<file path="config.mk">
export PLATFORM = sky130hd
export DESIGN_NAME = resonant_lowpass_biquad_cascade_top_flat
export DESIGN_NICKNAME = d
export VERILOG_FILES = /design/src/rtl/rlbc_pkg.sv /design/src/rtl/rlbc_in_if.sv /design/src/rtl/rlbc_out_if.sv /design/src/rtl/resonant_lowpass_biquad_cascade_top.sv /design/src/rtl/rlbc_ser_mul.sv /design/src/flat_wrapper.sv
export SDC_FILE = /design/constraint.sdc
export NUM_CORES = 2
export LEC_CHECK = 0
export ABC_AREA = 1
export BUFFER_PORTS_ARGS = -buffer_cell sky130_fd_sc_hd__buf_2
export CAP_MARGIN = 30
export CORE_AREA = 5 5 381 383
export CTS_BUF_LIST = sky130_fd_sc_hd__clkbuf_16
export DETAILED_ROUTE_END_ITERATION = 10
export DIE_AREA = 0 0 386 388
export GPL_ROUTABILITY_DRIVEN = 0
export RECOVER_POWER = 50
export REMOVE_ABC_BUFFERS = 1
export SLEW_MARGIN = 20
export SYNTH_ARGS = -nofsm -noshare
export SYNTH_HDL_FRONTEND = slang
export SYNTH_SLANG_ARGS = --single-unit
</file>
<file path="constraint.sdc">
create_clock -name clk_i -period 9.6 [get_ports clk_i]
set_input_delay 1.92 -clock clk_i [delete_from_list [all_inputs] [get_ports clk_i]]
set_output_delay 1.92 -clock clk_i [all_outputs]
set_load 0.05 [all_outputs]
</file>
<file path="src/rtl/rlbc_pkg.sv">
// package for the resonant lowpass biquad cascade: widths, fixed-point formats,
// register indexes and the control structs shared by the top level and the multiplier
// no dependencies
`default_nettype none

package rlbc_pkg;

  localparam int SECTIONS    = 2;
  localparam int SAMPLE_BITS = 24;
  localparam int DELAY_BITS  = 40;

  localparam int GAIN_BITS  = 47;
  localparam int COEF_BITS  = 32;
  localparam int GAIN_FRAC  = 46;
  localparam int COEF_FRAC  = 30;
  localparam int GUARD_BITS = 8;
  localparam int WORK_FRAC  = SAMPLE_BITS - 1 + GUARD_BITS;
  localparam int GAIN_SHIFT = GAIN_FRAC + SAMPLE_BITS - 1 - WORK_FRAC;

  // multiplier operand and product widths
  localparam int MPL_W = GAIN_BITS + 1;
  localparam int MUL_W = DELAY_BITS + MPL_W;
  localparam int CNT_W = $clog2(MPL_W);

  // three-term sums of delay-width words
  localparam int SUM_W = DELAY_BITS + 2;

  // coefficient sets held in registers, section index width
  localparam int COEF_SETS = 2;
  localparam int SEC_W     = 1;

  localparam int CFG_IDX_W  = 3;
  localparam int CFG_DATA_W = GAIN_BITS;

  localparam logic [CFG_IDX_W-1:0] REG_INPUT_GAIN    = 3'd0;
  localparam logic [CFG_IDX_W-1:0] REG_FIRST_POLE_A  = 3'd1;
  localparam logic [CFG_IDX_W-1:0] REG_FIRST_POLE_B  = 3'd2;
  localparam logic [CFG_IDX_W-1:0] REG_SECOND_POLE_A = 3'd3;
  localparam logic [CFG_IDX_W-1:0] REG_SECOND_POLE_B = 3'd4;

  typedef logic signed [SAMPLE_BITS-1:0] sample_t;
  typedef logic signed [DELAY_BITS-1:0]  delay_t;
  typedef logic signed [COEF_BITS-1:0]   coef_t;

  localparam delay_t DELAY_MAX = {1'b0, {(DELAY_BITS-1){1'b1}}};
  localparam delay_t DELAY_MIN = {1'b1, {(DELAY_BITS-1){1'b0}}};

  typedef struct packed {
    logic start;
    logic coef_mode;
  } mul_ctrl_t;

  typedef struct packed {
    logic   done;
    delay_t prod;
  } mul_stat_t;

endpackage

`default_nettype wire

</file>
<file path="src/rtl/rlbc_in_if.sv">
// input channel of the biquad cascade: valid, ready and one audio sample
// depends on rlbc_pkg
`default_nettype none

interface rlbc_in_if;
  import rlbc_pkg::*;

  logic    valid;
  logic    ready;
  sample_t sample_in;

  modport source (output valid, output sample_in, input ready);
  modport sink   (input valid, input sample_in, output ready);
endinterface

`default_nettype wire

</file>
<file path="src/rtl/rlbc_out_if.sv">
// output channel of the biquad cascade: valid, ready and one filtered sample
// depends on rlbc_pkg
`default_nettype none

interface rlbc_out_if;
  import rlbc_pkg::*;

  logic    valid;
  logic    ready;
  sample_t sample_out;

  modport source (output valid, output sample_out, input ready);
  modport sink   (input valid, input sample_out, output ready);
endinterface

`default_nettype wire

</file>
<file path="src/rtl/resonant_lowpass_biquad_cascade_top.sv">
// 24 dB/octave resonant lowpass: input gain and two direct-form-II biquads in series,
// all products on one bit-serial multiplier; depends on rlbc_pkg, rlbc_in_if,
// rlbc_out_if and rlbc_ser_mul
//
// usage:
//   in_i carries one signed audio sample per item, out_o one filtered sample per item.
//   the registers (input gain, two pole coefficients per section) are written through
//   cfg_we_i / cfg_idx_i / cfg_data_i while no item is in flight; unknown indexes are
//   ignored. all registers reset to zero, so the output is zero until the gain is set.
//   every product goes through the one multiplier, one multiplier bit per clock:
//   48 steps for the gain, 32 for each coefficient, then the product is shifted,
//   saturated to a delay word and handed over.
//   an accepted item goes through the gain product, then per section a setup step,
//   the two coefficient products and the delay update, then the emit step; no new
//   item is taken until the previous one has been emitted.
//   the result sits in an output register; the next item is accepted and worked on
//   while it waits, and only the emit step stalls until out_o.ready frees it.
//   reset clears the delay words, the registers and all handshake state.
`default_nettype none

module resonant_lowpass_biquad_cascade_top (
  input  wire                            clk_i,
  input  wire                            rst_ni,
  rlbc_in_if.sink                        in_i,
  rlbc_out_if.source                     out_o,
  input  wire                            cfg_we_i,
  input  wire [rlbc_pkg::CFG_IDX_W-1:0]  cfg_idx_i,
  input  wire [rlbc_pkg::CFG_DATA_W-1:0] cfg_data_i
);
  import rlbc_pkg::*;

  localparam logic [2:0] ST_IDLE   = 3'd0;
  localparam logic [2:0] ST_WAIT_G = 3'd1;
  localparam logic [2:0] ST_START  = 3'd2;
  localparam logic [2:0] ST_WAIT_A = 3'd3;
  localparam logic [2:0] ST_WAIT_B = 3'd4;
  localparam logic [2:0] ST_UPD    = 3'd5;
  localparam logic [2:0] ST_EMIT   = 3'd6;

  logic [2:0]           state_q, state_d;
  logic [SEC_W-1:0]     sec_q, sec_d;
  logic [GAIN_BITS-1:0] gain_q;
  coef_t                pole_a_q [COEF_SETS];
  coef_t                pole_b_q [COEF_SETS];
  delay_t               d_q [2*SECTIONS];
  delay_t               d_d [2*SECTIONS];
  delay_t               s_q, s_d, p1_q, p1_d, w_q, w_d;
  logic                 out_valid_q, out_valid_d;
  sample_t              out_data_q;
  logic                 emit;

  mul_ctrl_t            mul_ctrl;
  mul_stat_t            mul_stat;
  delay_t               mcand;
  logic [MPL_W-1:0]     mplier;

  function automatic delay_t sat_sum(input logic signed [SUM_W-1:0] v);
    logic [SUM_W-DELAY_BITS:0] hi;
    hi = v[SUM_W-1:DELAY_BITS-1];
    if (&hi || ~|hi) begin
      return v[DELAY_BITS-1:0];
    end else if (v[SUM_W-1]) begin
      return DELAY_MIN;
    end else begin
      return DELAY_MAX;
    end
  endfunction

  // drop the guard bits and clamp to the sample range
  function automatic sample_t sat_out(input delay_t v);
    logic [DELAY_BITS-GUARD_BITS-SAMPLE_BITS:0] hi;
    hi = v[DELAY_BITS-1:GUARD_BITS+SAMPLE_BITS-1];
    if (&hi || ~|hi) begin
      return v[GUARD_BITS+SAMPLE_BITS-1:GUARD_BITS];
    end else if (v[DELAY_BITS-1]) begin
      return {1'b1, {(SAMPLE_BITS-1){1'b0}}};
    end else begin
      return {1'b0, {(SAMPLE_BITS-1){1'b1}}};
    end
  endfunction

  rlbc_ser_mul u_mul (
    .clk_i    (clk_i),
    .rst_ni   (rst_ni),
    .ctrl_i   (mul_ctrl),
    .mcand_i  (mcand),
    .mplier_i (mplier),
    .stat_o   (mul_stat)
  );

  always_ff @(posedge clk_i or negedge rst_ni) begin
    if (!rst_ni) begin
      gain_q <= '0;
      for (int i = 0; i < COEF_SETS; i++) begin
        pole_a_q[i] <= '0;
        pole_b_q[i] <= '0;
      end
    end else if (cfg_we_i) begin
      unique case (cfg_idx_i)
        REG_INPUT_GAIN:    gain_q      <= cfg_data_i[GAIN_BITS-1:0];
        REG_FIRST_POLE_A:  pole_a_q[0] <= cfg_data_i[COEF_BITS-1:0];
        REG_FIRST_POLE_B:  pole_b_q[0] <= cfg_data_i[COEF_BITS-1:0];
        REG_SECOND_POLE_A: pole_a_q[1] <= cfg_data_i[COEF_BITS-1:0];
        REG_SECOND_POLE_B: pole_b_q[1] <= cfg_data_i[COEF_BITS-1:0];
        default: ;
      endcase
    end
  end

  always_comb begin
    state_d            = state_q;
    sec_d              = sec_q;
    s_d                = s_q;
    p1_d               = p1_q;
    w_d                = w_q;
    d_d                = d_q;
    emit               = 1'b0;
    mul_ctrl.start     = 1'b0;
    mul_ctrl.coef_mode = 1'b1;
    mcand              = d_q[0];
    mplier             = MPL_W'(pole_a_q[sec_q]);
    unique case (state_q)
      ST_IDLE: begin
        mcand              = DELAY_BITS'(in_i.sample_in);
        mplier             = {1'b0, gain_q};
        mul_ctrl.coef_mode = 1'b0;
        if (in_i.valid) begin
          mul_ctrl.start = 1'b1;
          sec_d          = '0;
          state_d        = ST_WAIT_G;
        end
      end
      ST_WAIT_G: begin
        if (mul_stat.done) begin
          s_d     = mul_stat.prod;
          state_d = ST_START;
        end
      end
      ST_START: begin
        mul_ctrl.start = 1'b1;
        state_d        = ST_WAIT_A;
      end
      ST_WAIT_A: begin
        mcand  = d_q[1];
        mplier = MPL_W'(pole_b_q[sec_q]);
        if (mul_stat.done) begin
          p1_d           = mul_stat.prod;
          mul_ctrl.start = 1'b1;
          state_d        = ST_WAIT_B;
        end
      end
      ST_WAIT_B: begin
        if (mul_stat.done) begin
          w_d     = sat_sum(SUM_W'(s_q) - SUM_W'(p1_q) - SUM_W'(mul_stat.prod));
          state_d = ST_UPD;
        end
      end
      ST_UPD: begin
        s_d = sat_sum(SUM_W'(w_q) + (SUM_W'(d_q[0]) <<< 1) + SUM_W'(d_q[1]));
        // rotate so the next section's delay pair sits at the front
        for (int k = 0; k < 2*SECTIONS-2; k++) begin
          d_d[k] = d_q[k+2];
        end
        d_d[2*SECTIONS-2] = w_q;
        d_d[2*SECTIONS-1] = d_q[0];
        if (sec_q == SEC_W'(SECTIONS - 1)) begin
          state_d = ST_EMIT;
        end else begin
          sec_d   = SEC_W'(sec_q + 1'b1);
          state_d = ST_START;
        end
      end
      ST_EMIT: begin
        if (!out_valid_q || out_o.ready) begin
          emit    = 1'b1;
          state_d = ST_IDLE;
        end
      end
      default: state_d = ST_IDLE;
    endcase
  end

  assign out_valid_d = emit | (out_valid_q & ~out_o.ready);

  always_ff @(posedge clk_i or negedge rst_ni) begin
    if (!rst_ni) begin
      state_q     <= ST_IDLE;
      sec_q       <= '0;
      out_valid_q <= 1'b0;
      for (int k = 0; k < 2*SECTIONS; k++) begin
        d_q[k] <= '0;
      end
    end else begin
      state_q     <= state_d;
      sec_q       <= sec_d;
      out_valid_q <= out_valid_d;
      d_q         <= d_d;
    end
  end

  always_ff @(posedge clk_i) begin
    s_q  <= s_d;
    p1_q <= p1_d;
    w_q  <= w_d;
    if (emit) begin
      out_data_q <= sat_out(s_q);
    end
  end

  assign in_i.ready       = (state_q == ST_IDLE);
  assign out_o.valid      = out_valid_q;
  assign out_o.sample_out = out_data_q;

  a_done_in_wait: assert property (@(posedge clk_i) disable iff (!rst_ni)
    mul_stat.done |-> (state_q == ST_WAIT_G || state_q == ST_WAIT_A ||
                       state_q == ST_WAIT_B))
    else $error("multiplier finished outside a wait state");

  a_accept_starts_gain: assert property (@(posedge clk_i) disable iff (!rst_ni)
    (in_i.valid && in_i.ready) |=> (state_q == ST_WAIT_G))
    else $error("accepted item did not start the gain product");

  a_emit_holds: assert property (@(posedge clk_i) disable iff (!rst_ni)
    (state_q == ST_EMIT && out_valid_q && !out_o.ready) |=>
      (state_q == ST_EMIT && out_valid_q))
    else $error("result lost while output register was full");

  a_last_section_emits: assert property (@(posedge clk_i) disable iff (!rst_ni)
    (state_q == ST_UPD && sec_q == SEC_W'(SECTIONS - 1)) |=> (state_q == ST_EMIT))
    else $error("last section did not lead to emit");

endmodule

`default_nettype wire

</file>
<file path="src/rtl/rlbc_ser_mul.sv">
// bit-serial signed multiplier: one multiplier bit per cycle, then shift and saturate
// to a delay word; depends on rlbc_pkg
`default_nettype none

module rlbc_ser_mul (
  input  wire                        clk_i,
  input  wire                        rst_ni,
  input  wire rlbc_pkg::mul_ctrl_t   ctrl_i,
  input  wire rlbc_pkg::delay_t      mcand_i,
  input  wire [rlbc_pkg::MPL_W-1:0]  mplier_i,
  output rlbc_pkg::mul_stat_t        stat_o
);
  import rlbc_pkg::*;

  logic               busy_q, busy_d;
  logic               fin_q, fin_d;
  logic               done_q;
  logic               mode_q, mode_d;
  logic [CNT_W-1:0]   cnt_q, cnt_d;

  logic signed [MUL_W-1:0] a_q, acc_q, acc_nxt, shifted;
  logic [MPL_W-1:0]        b_q;
  delay_t                  prod_q;

  function automatic delay_t sat_prod(input logic signed [MUL_W-1:0] v);
    logic [MUL_W-DELAY_BITS:0] hi;
    hi = v[MUL_W-1:DELAY_BITS-1];
    if (&hi || ~|hi) begin
      return v[DELAY_BITS-1:0];
    end else if (v[MUL_W-1]) begin
      return DELAY_MIN;
    end else begin
      return DELAY_MAX;
    end
  endfunction

  always_comb begin
    busy_d = busy_q;
    fin_d  = 1'b0;
    cnt_d  = cnt_q;
    mode_d = mode_q;
    if (ctrl_i.start) begin
      busy_d = 1'b1;
      mode_d = ctrl_i.coef_mode;
      cnt_d  = ctrl_i.coef_mode ? CNT_W'(COEF_BITS - 1) : CNT_W'(MPL_W - 1);
    end else if (busy_q) begin
      cnt_d = cnt_q - 1'b1;
      if (cnt_q == '0) begin
        busy_d = 1'b0;
        fin_d  = 1'b1;
      end
    end
  end

  // the top multiplier bit carries negative weight
  always_comb begin
    acc_nxt = acc_q;
    if (b_q[0]) begin
      acc_nxt = (cnt_q == '0) ? (acc_q - a_q) : (acc_q + a_q);
    end
  end

  assign shifted = mode_q ? (acc_q >>> COEF_FRAC) : (acc_q >>> GAIN_SHIFT);

  always_ff @(posedge clk_i or negedge rst_ni) begin
    if (!rst_ni) begin
      busy_q <= 1'b0;
      fin_q  <= 1'b0;
      done_q <= 1'b0;
      mode_q <= 1'b0;
      cnt_q  <= '0;
    end else begin
      busy_q <= busy_d;
      fin_q  <= fin_d;
      done_q <= fin_q;
      mode_q <= mode_d;
      cnt_q  <= cnt_d;
    end
  end

  always_ff @(posedge clk_i) begin
    if (ctrl_i.start) begin
      a_q   <= MUL_W'(mcand_i);
      b_q   <= mplier_i;
      acc_q <= '0;
    end else if (busy_q) begin
      acc_q <= acc_nxt;
      a_q   <= a_q <<< 1;
      b_q   <= b_q >> 1;
    end
    if (fin_q) begin
      prod_q <= sat_prod(shifted);
    end
  end

  assign stat_o.done = done_q;
  assign stat_o.prod = prod_q;

endmodule

`default_nettype wire
</file>
<file path="src/flat_wrapper.sv">
// flat-port wrapper written by rule: the top's interface ports become plain ports
module resonant_lowpass_biquad_cascade_top_flat import rlbc_pkg::*;
  (clk_i, rst_ni, cfg_we_i, cfg_idx_i, cfg_data_i, in_i_valid, in_i_sample_in, in_i_ready, out_o_valid, out_o_sample_out, out_o_ready);
  rlbc_in_if in_i_i ();
  rlbc_out_if out_o_i ();
  input  wire clk_i;
  input  wire rst_ni;
  input  wire cfg_we_i;
  input  wire [rlbc_pkg::CFG_IDX_W-1:0] cfg_idx_i;
  input  wire [rlbc_pkg::CFG_DATA_W-1:0] cfg_data_i;
  input wire logic [$bits(in_i_i.valid)-1:0] in_i_valid;
  input wire logic [$bits(in_i_i.sample_in)-1:0] in_i_sample_in;
  output wire logic [$bits(in_i_i.ready)-1:0] in_i_ready;
  output wire logic [$bits(out_o_i.valid)-1:0] out_o_valid;
  output wire logic [$bits(out_o_i.sample_out)-1:0] out_o_sample_out;
  input wire logic [$bits(out_o_i.ready)-1:0] out_o_ready;
  assign in_i_i.valid = in_i_valid;
  assign in_i_i.sample_in = in_i_sample_in;
  assign in_i_ready = in_i_i.ready;
  assign out_o_valid = out_o_i.valid;
  assign out_o_sample_out = out_o_i.sample_out;
  assign out_o_i.ready = out_o_ready;
  resonant_lowpass_biquad_cascade_top u_core (.clk_i(clk_i), .rst_ni(rst_ni), .in_i(in_i_i), .out_o(out_o_i), .cfg_we_i(cfg_we_i), .cfg_idx_i(cfg_idx_i), .cfg_data_i(cfg_data_i));
endmodule
</file>
# Yosys cells after proc, flatten, opt, wreduce, memory -nomap -nowiden
# Index checks and enable logic that the tools add are counted.
# op_classes
n_bitwise	4
n_eq_ne	15
addsub	8
muxes	49
magnitude_cmp	1
n_reduce_logical	35
# ops
cell	count
$mux 40	7
$mux 88	3
$mux 32	6
$pmux 40 s2	2
$mux 48	2
$pmux 48 s2	1
$add 88x88->88	1
$sub 88x88->88	1
$mux 57	1
$reduce_and 49->1	1
$reduce_or 49->1	1
$mux 24	2
$add 40x41->42	1
$add 42x40->42	1
$sub 41x40->42	1
$sub 40x40->41	1
$pmux 3 s7	1
$reduce_and 2->1	10
$mux 3	6
$mux 6	3
$mux 1	13
$eq 3x2->1 const B	4
$eq 3x3->1 const B	4
$reduce_and 9->1	1
21 further kinds	38
# word_totals
ff_bits	758
wordCells	137

# Longest topological paths before layout
# logic_depth
word_depth	7
ltp_mapped	29

# By module
# Synthesis repeated with hierarchy kept, for this count alone.
# hier_totals
hier_cells	6900
hier_area_um2	50066.8
# by_module_without_submodules
mod	cells_per_inst	seq_area_each_um2	area_per_inst_um2	instances
resonant_lowpass_biquad_cascade_top	3225	12832.3	27307.4	1
rlbc_ser_mul	3675	7297.0	22759.3	1

# Worst setup path before layout
# No wires, ideal clock.
# synth_timing
path_kind	register -> register
startpoint	register u_core.state_q[0]
endpoint	register u_core.u_mul.a_q[0] (enable)
setup_ns	0.491
path_buffers	1
path_stages_with_launch	12
path_slack_ns	3.519
period_less_slack_ns	6.081
t_arrival_ns	5.590
path_cell_list	dfrtp_1 -> inv_2 -> nor2_1 -> nand2_1 -> nor2_1 -> nor2_1 -> inv_1 -> nor2_1 -> inv_1 -> buf_4 -> nor2_1 -> inv_1
# synth_between
elab_chain_len	3
word_cells_on_any_way	5
cone_classes	2 x eq/ne; 1 x mux; 2 x reduce/logical
# synth_lines
item	line_no	rtl
start, declared	resonant_lowpass_biquad_cascade_top.sv:40	logic [2:0] state_q, state_d;
start signal, assigned	resonant_lowpass_biquad_cascade_top.sv:194	state_q <= state_d;
$eq 3x2->1 or $logic_not 3->1 (tied branches)	resonant_lowpass_biquad_cascade_top.sv:122	unique case (state_q)
$pmux 1 s3 (*)	resonant_lowpass_biquad_cascade_top.sv:122	
$reduce_bool 2->1 (no source line) (*)	-	
end signal, assigned	rlbc_ser_mul.sv:83	a_q <= MUL_W'(mcand_i);
end signal, assigned	rlbc_ser_mul.sv:88	a_q <= a_q <<< 1;
end, declared	rlbc_ser_mul.sv:21	logic signed [MUL_W-1:0] a_q, acc_q, acc_nxt, shifted;
# Mark *: on every way between the ends. The rest lies on a longest branch, timed or not.
# A chain may end at the register's enable or synchronous reset.

# Worst setup path in the final report
# layout_timing
startpoint	register u_core.state_q[0]
endpoint	register u_core.u_mul.a_q[10], data pin
# layout_between
elab_chain_len	3
word_cells_on_any_way	6
cone_classes	2 x eq/ne; 3 x mux; 1 x reduce/logical
# layout_lines
item	line_no	rtl
$eq 3x2->1 or $logic_not 3->1 (tied branches)	resonant_lowpass_biquad_cascade_top.sv:122	
$pmux 1 s3 or $pmux 40 s2 (tied branches)	resonant_lowpass_biquad_cascade_top.sv:122	
$mux 88 (*)	rlbc_ser_mul.sv:82	if (ctrl_i.start) begin
# Marks and branches as above.

==> out/results.ini <==
[run_status]
status=finished, violations left
violations=max-capacitance violations, max-slew violations

[global_routing]
grt_overflow=0
first_global_vias=41950
antenna_found_initial=7
grtUsageTotal_pct=22.09
grt_pass1_wl_um=256800
grt_max_degree=165

[clock_tree]
cts_sinks=758
cts_tree=yes
path_clk_slew_ns=0.06
clockBufferDepth=3
cts_root_buffer=clkbuf_16
cts_buffers=85
post_cts_buffers=0
clkLatencyLatePin_ns=0.71
cts_resized=0
cts_hold_buf=0
htreeDepth=3

[die]
die_y_um=388
core_um2=141100
row_count=138
die-area_um2=149800
die_w_um=386
num_io_pins=105
initial_core_util_pct=34.72

[worst_setup_path]
crit_buf_inv=6
crit_required_ns=10.12
cp-end-kind=flip-flop
crit_chain=inv_1, nor2_1, nand2_1, nor2_4, clkbuf_1, nor2_1, inv_1, nor2_4, inv_8, buf_4, buf_4, nand2_1, o21ai_0
crit_path_max_fanout=101
start_kind=flip-flop
startpoint=u_core.state_q[0]$_DFFE_PN0P_
critPathTopFamily=buffers and inverters
path_class=flip-flop to flip-flop
rr_endpoint=u_core.u_mul.a_q[10]$_DFFE_PP_
worst-r2r-setup-slack_ns=3.32
crit_arrival_ns=6.81
rr_startpoint=u_core.state_q[0]$_DFFE_PN0P_
crit_slowest_cell=clkbuf_1
cp_slowest_stage_delay_ns=2.03
reg2regPathDepth=13

[placed_design]
dp_worst_setup_slack_ns=4.378
io_buffers=104
place_hpwl_um=129300

[final_layout]
final_common_cell=nand2_1
ff_latch_area_um2=20130
multiInputGateArea_um2=24960
fill_cells=14720
area_growth_syn_to_layout_pct=10.66
layout-drive-gt1-share_pct=5.597
layout_common_cells=nand2_1 (2145), inv_1 (797), nor2_1 (604)
nets=6908

[power_and_ir_drop]
clkPwrFrac_pct=24.1
peakVddDrop_mv=0.2178
p_leak_nw=25.66
sw_frac_of_total_pct=44.79
p_per_area_nw_per_um2=265.9
pwr-share-seq_pct=32.3
power.switching_mw=6.454
p_int_mw=7.957
p_comb_share_pct=43.6

[synth]
ys_warn_count=0
ys_seq_elements=758
syn_area_per_cell_um2=7.466
synth.distinct_cells=57
yosysSeqAreaShare_pct=41.09
syn_inst=6561
synth_area_um2=48990

[min_path]
worstHoldPathCells=0
hold_path_class=flip-flop to flip-flop
min_from=u_core.u_mul.prod_q[37]$_DFFE_PP_
min_to=u_core.p1_q[37]$_DFFE_PP_

[sta]
hold_viol=0
drv_slew=922
min_period_ns=6.283
rsz0062_at_grt=false
tightestPinTransition_ns=4.808
fin_skew_ns=0.03306
fin_ws_ns=3.317
maxSlewHeadroom_pct=-220.5
holdWs_ns=0.4514
setup_violations=0
fmax_mhz=159.2
fin_crit_sh_pct=65.45

[routing]
vias_per_cell=5.242
dr_total_vias=44750
drtIter0Drc=5456
wire_per_inst_um=19.87
ant_nets=0
routed_wl_um=169700
drt_pre_antenna_iters=7
drc=0

[run]
maxCapViolations=14

[power by group through the flow]
stage | clock (mW) | combinational, mW | sequential, mW
6_report | 3.48 | 6.28 | 4.66
5_1_grt | 3.68 | 6.92 | 4.71
4_1_cts | 3.54 | 6.13 | 4.63
3_5_place_dp | 0 | 6.10 | 4.69
3_3_place_gp | 0 | 6.07 | 4.68
2_1_floorplan | 0 | 4.19 | 4.51
[cells in the mapped netlist (all sizes together)]
cell type / number / share of area, %
a211oi: 1 / 0.015
a21boi: 42 / 0.74
a21o: 10 / 0.15
a21oi: 344 / 3.5
a22o: 1 / 0.018
a31oi: 11 / 0.14
a41oi: 40 / 0.72
and2: 2 / 0.026
and3: 2 / 0.026
buf: 68 / 0.85
clkbuf: 151 / 1.2
clkinv: 1 / 0.0077
dfrtp: 350 / 18
dfxtp: 88 / 3.6
edfxtp: 320 / 20
fa: 82 / 3.4
ha: 173 / 4.4
inv: 790 / 6.1
mux2: 15 / 0.34
mux2i: 2 / 0.041
nand2: 2174 / 17
nand2b: 1 / 0.013
nand3: 208 / 2.2
nand3b: 5 / 0.077
nand4: 72 / 0.92
nor2: 627 / 4.9
nor3: 55 / 0.59
nor4: 22 / 0.28
o2111ai: 3 / 0.054
o211ai: 74 / 1.1
o21a: 19 / 0.29
o21ai: 553 / 5.7
o21bai: 40 / 0.61
o22ai: 1 / 0.013
o311ai: 2 / 0.036
o31ai: 3 / 0.046
o41ai: 1 / 0.018
or2: 10 / 0.13
xnor2: 29 / 0.52
xor2: 169 / 3.0
[cells by family after synthesis]
group           after synthesis  synth area share (%)
compound gates             1145                 13.20
xor+xnor                    198                 3.540
fa+ha+maj                   255                 7.770
buf+inv                    1010                 8.071
flops                       758                 41.09
mux                          17                0.3857
simple gates               3178                 25.95
[metrics by stage]
stage / TNS [ns] / instance area (um^2) / std cells / util, % / power, mW
2_1_floorplan: -59.38 / 48000 / 6342 / - / 8.702
3_3_place_gp: 0 / 51260 / 8371 / 36.34 / 10.74
3_5_place_dp: 0 / 51360 / 8376 / 36.41 / 10.79
4_1_cts: 0 / 54300 / 8536 / 38.49 / 14.31
5_1_grt: 0 / 54200 / 8537 / 38.42 / 15.31
6_report: 0 / 54210 / 8538 / 38.43 / 14.41
[sequential cells by signal (all words and copies together) (netlist names)]
register and count:
u_core.u_mul.busy_q 1, u_core.u_mul.acc_q 88, u_core.out_o.valid 1, u_core.p1_q 40, u_core.gain_q 47, u_core.u_mul.cnt_q 6
u_core.pole_b_q 64, u_core.u_mul.a_q 88, u_core.sec_q 1, u_core.u_mul.b_q 48, u_core.state_q 3, u_core.u_mul.fin_q 1
u_core.u_mul.mode_q 1, u_core.u_mul.done_q 1, u_core.w_q 40, u_core.d_q 160, u_core.pole_a_q 64, u_core.u_mul.prod_q 40
u_core.out_o.sample_out 24, u_core.s_q 40
[cell type report]
type | count | share of cell area, %
clock buffer | 87 | 4.016
clock inverter | 73 | 1.396
timing repair buffer | 145 | 1.523
sequential | 758 | 37.14
tap | 1890 | 4.363
antenna | 1 | 0.004616
inverter | 791 | 5.503
multi-input combinational | 4793 | 46.05
[per-layer routing]
| metal | vias to the layer above | wire length [um] | global-route usage (%) |
|---|---|---|---|
| met4 | 2 | 7763 | 8.607 |
| met3 | 338 | 15090 | 3.991 |
| met5 | - | 17 | 0 |
| met2 | 1928 | 73400 | 33.47 |
| li1 | 21230 | - | - |
| met1 | 21260 | 73390 | 31.26 |
[worst max-delay path by stage]
stage / end / slack [ns] / cells after the start
2_1_floorplan: u_core.u_mul.cnt_q[4]$_DFFE_PN0P_ / -0.44 / 8
3_3_place_gp: u_core.u_mul.acc_q[70]$_SDFFE_PP0P_ / 4.42 / 23
3_5_place_dp: u_core.u_mul.acc_q[71]$_SDFFE_PP0P_ / 4.38 / 24
4_1_cts: u_core.u_mul.acc_q[71]$_SDFFE_PP0P_ / 4.34 / 24
5_1_grt: u_core.pole_a_q[19]$_DFFE_PN0P_ / 2.11 / 2
6_report: u_core.u_mul.a_q[10]$_DFFE_PP_ / 3.32 / 13
Note: power is estimated with default switching activity, not from simulation.
